<file path="config.mk">
export PLATFORM = sky130hd
export DESIGN_NAME = rbpe_ratio_div
export DESIGN_NICKNAME = d
export VERILOG_FILES = /design/src/rtl/rbpe_pkg.sv /design/src/rtl/rbpe_ratio_div.sv
export SDC_FILE = /design/constraint.sdc
export NUM_CORES = 2
export LEC_CHECK = 0
export ABC_AREA = 0
export ABC_CLOCK_PERIOD_IN_PS = 21600
export BUFFER_PORTS_ARGS = -buffer_cell sky130_fd_sc_hd__buf_2
export CAP_MARGIN = 20
export CORE_MARGIN = 4
export CORE_UTILIZATION = 50
export CTS_CLUSTER_SIZE = 8
export DETAILED_ROUTE_END_ITERATION = 8
export PLACE_DENSITY = 0.66
export RECOVER_POWER = 100
export SLEW_MARGIN = 25
export SYNTH_ARGS = -nofsm -noshare
export SYNTH_HDL_FRONTEND = slang
export SYNTH_SLANG_ARGS = --single-unit
</file>
<file path="constraint.sdc">
create_clock -name clk -period 21.6 [get_ports clk]
set_input_delay 2.16 -clock clk [delete_from_list [all_inputs] [get_ports clk]]
set_output_delay 2.16 -clock clk [all_outputs]
set_load 0.05 [all_outputs]
</file>
<file path="src/rtl/rbpe_pkg.sv">
// rbpe_pkg: shared widths, command and register codes, stream word layouts
// for the rational b-spline point evaluator
// no dependencies
package rbpe_pkg;

	// default sizes, handed to the top level parameters
	localparam int DEF_MAX_POINTS = 8;
	localparam int DEF_MAX_DEGREE = 3;

	// field widths
	localparam int CMD_W    = 2;
	localparam int SLOT_W   = 4;
	localparam int COORD_W  = 32;
	localparam int WEIGHT_W = 24;
	localparam int KNOT_W   = 17;

	// stream word widths
	localparam int IN_FIELDS_W = SLOT_W + 2 * COORD_W + WEIGHT_W + 2 * KNOT_W;
	localparam int IN_DATA_W   = ((IN_FIELDS_W + 7) / 8) * 8;
	localparam int IN_PAD_W    = IN_DATA_W - IN_FIELDS_W;
	localparam int OUT_DATA_W  = 2 * COORD_W;

	// configuration port
	localparam int CFG_IDX_W  = 1;
	localparam int CFG_DATA_W = 4;
	localparam logic [1:0] DEGREE_RST = 2'd3;
	localparam logic [3:0] PCOUNT_RST = 4'd4;

	// span ratio divider: Q.24 result, three quotient bits per stage
	localparam int RATIO_FRAC  = 24;
	localparam int RATIO_W     = RATIO_FRAC + 1;
	localparam int DIFF_W      = KNOT_W + 1;
	localparam int RDIV_STEP   = 3;
	localparam int RDIV_STAGES = RATIO_FRAC / RDIV_STEP;
	localparam int RDIV_LAT    = RDIV_STAGES + 1;

	// final point divider: one quotient bit per stage, plus prep and output
	localparam int PDIV_LAT = COORD_W + 2;

	typedef enum logic [CMD_W-1:0] {
		CMD_WRITE_POINT = 2'd0,
		CMD_WRITE_KNOT  = 2'd1,
		CMD_EVAL        = 2'd2
	} cmd_t;

	typedef enum logic [CFG_IDX_W-1:0] {
		REG_DEGREE      = 1'b0,
		REG_POINT_COUNT = 1'b1
	} reg_idx_t;

	// input word, first field in the lowest bits
	typedef struct packed {
		logic [IN_PAD_W-1:0]       pad;
		logic [KNOT_W-1:0]         param_u;
		logic [KNOT_W-1:0]         knot_value;
		logic [WEIGHT_W-1:0]       point_weight;
		logic signed [COORD_W-1:0] point_y;
		logic signed [COORD_W-1:0] point_x;
		logic [SLOT_W-1:0]         slot;
	} in_word_t;

	// output word
	typedef struct packed {
		logic signed [COORD_W-1:0] curve_y;
		logic signed [COORD_W-1:0] curve_x;
	} out_word_t;

endpackage

</file>
<file path="src/rtl/rbpe_ratio_div.sv">
// rbpe_ratio_div: pipelined clamped span ratio, floor(|num|*2^24/|den|) <= 1.0
// zero for a zero span, a zero numerator or opposite signs
// depends on rbpe_pkg
module rbpe_ratio_div
	import rbpe_pkg::*;
(
	input  logic                     clk,
	input  logic                     en,
	input  logic signed [DIFF_W-1:0] num,
	input  logic signed [DIFF_W-1:0] den,
	output logic [RATIO_W-1:0]       q
);

	logic [KNOT_W-1:0]     rem_s  [0:RDIV_STAGES];
	logic [KNOT_W-1:0]     ad_s   [0:RDIV_STAGES];
	logic [RATIO_FRAC-1:0] quo_s  [0:RDIV_STAGES];
	logic                  kill_s [0:RDIV_STAGES];
	logic                  one_s  [0:RDIV_STAGES];
	logic [KNOT_W-1:0]     an_w;
	logic [KNOT_W-1:0]     ad_w;

	// magnitudes and early outs
	always_comb begin
		an_w = num[DIFF_W-1] ? KNOT_W'(-num) : KNOT_W'(num);
		ad_w = den[DIFF_W-1] ? KNOT_W'(-den) : KNOT_W'(den);
	end

	always_ff @(posedge clk) begin
		if (en) begin
			rem_s[0]  <= an_w;
			ad_s[0]   <= ad_w;
			quo_s[0]  <= '0;
			kill_s[0] <= (den == '0) || (num == '0) || (num[DIFF_W-1] != den[DIFF_W-1]);
			one_s[0]  <= an_w >= ad_w;
		end
	end

	// restoring division, three quotient bits per stage
	for (genvar gk = 1; gk <= RDIV_STAGES; gk++) begin : g_stage
		logic [KNOT_W-1:0]     r_w;
		logic [KNOT_W:0]       t_w;
		logic [RATIO_FRAC-1:0] qb_w;

		always_comb begin
			r_w  = rem_s[gk-1];
			qb_w = quo_s[gk-1];
			t_w  = '0;
			for (int t = 0; t < RDIV_STEP; t++) begin
				t_w = {r_w, 1'b0};
				if (t_w >= {1'b0, ad_s[gk-1]}) begin
					r_w  = KNOT_W'(t_w - {1'b0, ad_s[gk-1]});
					qb_w = {qb_w[RATIO_FRAC-2:0], 1'b1};
				end else begin
					r_w  = KNOT_W'(t_w);
					qb_w = {qb_w[RATIO_FRAC-2:0], 1'b0};
				end
			end
		end

		always_ff @(posedge clk) begin
			if (en) begin
				rem_s[gk]  <= r_w;
				ad_s[gk]   <= ad_s[gk-1];
				quo_s[gk]  <= qb_w;
				kill_s[gk] <= kill_s[gk-1];
				one_s[gk]  <= one_s[gk-1];
			end
		end
	end

	// clamp and zero
	always_comb begin
		if (kill_s[RDIV_STAGES]) begin
			q = '0;
		end else if (one_s[RDIV_STAGES]) begin
			q = RATIO_W'(1) << RATIO_FRAC;
		end else begin
			q = {1'b0, quo_s[RDIV_STAGES]};
		end
	end

endmodule

</file>
# Yosys cells after proc, flatten, opt, wreduce, memory -nomap -nowiden
# Memories as Yosys holds them, arrays and structs flattened.
# Index checks and enable logic that the tools add are counted.
# Widths: inputs -> output; s select.
totals:
  ff_bits: 0
  ram_bits: 540
  out_inout_bits: 25
  n_memories: 5
op_classes:
  n_addsub: 26
  magnitude_cmp: 25
  n_eq_ne: 1
  muxes: 54
  reduce_logical: 4
mem_list:
  columns: ["memory", "words", "word_bits", "rd", "rd_ports_with_merged_regs", "wr", "line_no", "rtl"]
  rows:
  - ["quo_s", 9, 24, 9, 0, 9, "rbpe_ratio_div.sv:16", "logic [RATIO_FRAC-1:0] quo_s [0:RDIV_STAGES];"]
  - ["ad_s", 9, 17, 8, 0, 9, "rbpe_ratio_div.sv:15", "logic [KNOT_W-1:0] ad_s [0:RDIV_STAGES];"]
  - ["rem_s", 9, 17, 8, 0, 9, "rbpe_ratio_div.sv:14", "logic [KNOT_W-1:0] rem_s [0:RDIV_STAGES];"]
  - ["kill_s", 9, 1, 9, 0, 9, "rbpe_ratio_div.sv:17", "logic kill_s [0:RDIV_STAGES];"]
  - ["one_s", 9, 1, 9, 0, 9, "rbpe_ratio_div.sv:18", "logic one_s [0:RDIV_STAGES];"]
ops:
  columns: ["op", "n"]
  rows:
  - ["$mux 17", 26]
  - ["$ge 18x17->1", 24]
  - ["$sub 17x17->17", 24]
  - ["$mux 25", 2]
  - ["$logic_not 18->1", 2]
  - ["$neg 17->17", 2]
  - ["$mux 1", 26]
  - ["$ge 17x17->1", 1]
  - ["$logic_or 1x1->1", 2]
  - ["$ne 1x1->1", 1]

# Longest topological paths before layout
# An unclocked memory read counts as a cell.
logic_depth:
  word_depth: 7
  depth_mapped: 38
  ltp_nobuf: 32

# Worst setup path after synthesis
# OpenSTA, ideal clock, no wires.
synth_timing:
  kind: "register to register"
  from: "memory ad_s[2][0] (netlist: ad_s[0][34])"
  to: "memory rem_s[3][8] (netlist: rem_s[0][59]), data pin"
  setup_ns: 0.260
  t_arrival_ns: 7.882
  t_required_ns: 21.340
  slack_ns: 13.458
  path_stages_with_launch: 34
  path_cell_list: "edfxtp_1 > buf_2 > inv_1 > fa_1 > a211oi_1 > o211ai_1 > a31o_2 > a311o_1 > a211oi_2 > buf_4 > clkbuf_1 > o21ai_0 > ha_1 > and4_1 > a31oi_1 > or4b_1 > o21ai_0 > nor2b_1 > a2111o_1 > buf_2 > buf_2 > a21oi_1 > ha_1 > a21oi_1 > nand2_1 > or3_1 > o21ai_0 > o21ai_0 > o31a_1 > nor3_1 > o221ai_1 > a21oi_4 > buf_4 > mux2_2"
synth_lines:
  columns: ["element", "line_no"]
  rows:
  - ["start, declared", "rbpe_ratio_div.sv:15"]
  - ["end, declared", "rbpe_ratio_div.sv:14"]

==> impl_metrics.ini <==
[min_path]
min_path_cells = 0
hp-class = reg -> reg

[worst_setup_path]
worstSetupPathType = in -> reg
critPathCaptureType = register
crit_fanout = 109
r2r_cells = 28
crit_required_ps = 21750
start_kind = primary input
arrival_ps = 12610

[logic_synthesis]
synthAdderAreaFrac = 0.150
synthXorXnorAreaFrac = 0.0832
synth-simple-area-share = 0.132
synthTopCellsByCount = ha_1, edfxtp_1, a21oi_1, nor2_1, inv_1
ys.warnings.count = 0
syn-num-nets = 4126
synth-edff-count = 398
synth_top_area_cell = edfxtp_1
synthFlopType = edfxtp_1
synth_compound_area_frac = 0.193
synth_top_family_by_area = compound AO/OA/AOI/OAI gates
synth_top_area_share = 0.339
syn_area_um2 = 35300
yosysMostFrequentCell = ha_1
synth.area.mux_share = 0.0664
syn_inst = 3670
netlist_top_cells_area = edfxtp_1, ha_1, xnor2_1
synth_area_per_cell_um2 = 9.61
synth.distinct_cells = 100
seq_area_frac_synth = 0.339
synth-seq-cells = 398
synthArstFlopShare = 0

[global_route]
grt_pass1_vias = 25600
antenna_found_initial = 0
grt_max_degree = 110
grt_overflow = 0
grt_pass1_wl_um = 137000
track_usage = 0.227

[layout]
final_nets = 4200
layout-drive-gt1-share = 0.0860
num_antenna_cells = 0
final_core_util = 0.541
area_delta_synth_final_pct = 7.36
layout.cells.non_filler = 4694

[timing]
tightest_slew_ps = 6000
setup_ws_ps = 9140
setup-tns-final_ps = 0
slew_headroom = -3.00
finalClockSkew_ps = 29.5
rsz0062_at_grt = no
min_period_ps = 12460
hold_violations = 0
fmax_ghz = 0.0803
setup_viol = 0
fin_crit_sh = 0.577
drv_slew = 477

[clocking]
cts_setup_buffers = 0
hold_buffers = 0
clk_latency_ps = 610
cts_num_sinks = 398
clkTransAtPathRegs_ps = 50
htreeDepth = 2
numCtsBuffers = 57
cts_tree = yes
cts-root-buf = clkbuf_16
cts-resized-gates = 0
clk_path_buf_depth = 3

[die]
rows = 97
coreArea_um2 = 70000
ioPinCount = 63
die_w_um = 274
start_util = 0.504
die-area_um2 = 74900
die_h_um = 274

[routing]
via_per_inst = 5.85
antenna_left = 0
post-route-drc-count = 0
vias = 27400
wl_um = 87200
first_pass_iters = 7
drt_iter0_markers = 2270
routedWlPerCell_um = 18.6

[placed_design]
io_buffers = 62
pre_cts_slack_ps = 12060
dp_hpwl_um = 69200
placed_cells = 4623
gp_congestion = 0.917

[status]
violations = capacitance limit, slew limit
status = finished, violations left

[flow_run]
cap_violations = 10
per-layer routing:
layer  up-vias  track usage  routed length [um]
met2       648        0.362               38800
met4         0       0.0655                2490
li1      13800            -                   -
met5         -            0                   0
met1     12900        0.324               41400
met3       126       0.0303                4500
cell families after synthesis:
kind of cell,count (synthesis)
flip-flops,398
AND/OR/NAND/NOR,947
adder cells (fa/ha/maj),418
XOR/XNOR,335
multiplexers,204
AO/OA/AOI/OAI,1041
buffers and inverters,327
per-stage QoR:
stage / instance area, um^2 / hold WS [ps]
2_1_floorplan: 35300 / 400
3_3_place_gp: 36600 / 400
3_5_place_dp: 36600 / 405
4_1_cts: 38100 / 396
5_1_grt: 37900 / 414
6_report: 37900 / 398
registers in the layout, summed over array words and instances (netlist names):
name and flops:
one_s 9, kill_s 9, quo_s 108, ad_s 136
rem_s 136
layout make-up:
type / count / area [um^2]
Tap cell: 940 / 1180
Clock inverter: 7 / 83.8
Clock buffer: 62 / 1470
Inverter: 265 / 995
Fill cell: 6362 / 32200
Multi-Input combinational cell: 2945 / 21900
Timing Repair Buffer: 77 / 339
Sequential cell: 398 / 12000
placed cells by master, fill, tap and decap left out, types with 34 or more instances in the layout:
master and n:
clkbuf_16 58, ha_1 410, a21oi_1 323, nand4_1 47, nand2_1 222, and2_1 43, a31oi_1 41, nor2_1 282
nand3_1 43, nor2b_1 44, buf_2 34, xnor2_1 238, edfxtp_1 398, a21o_1 125, xor2_1 97, clkbuf_1 45
o21bai_1 43, o21a_1 60, inv_1 262, nor3_1 63, o21ai_0 201, or3_1 34, nand2b_1 45, mux2_2 166
critical path, stage by stage:
cell      delay [ps]
clkbuf_1        4070
clkbuf_1        2940
clkbuf_1         920
clkbuf_1        2280
worst paths after layout:
check / startpoint / end / slack, ps
hold / removal: quo_s[1][58]$_DFFE_PP_ / quo_s[1][85]$_DFFE_PP_ / 400
setup reg to reg: ad_s[0][0]$_DFFE_PP_ / rem_s[0][17]$_SDFFCE_PN0P_ / 10180
setup / recovery: en / ad_s[0][133]$_DFFE_PP_ / 9140
hold reg to reg: quo_s[1][58]$_DFFE_PP_ / quo_s[1][85]$_DFFE_PP_ / 400
Power is not shown: default switching activity piles up to over one toggle a cycle in this logic, so the estimate is an artifact.
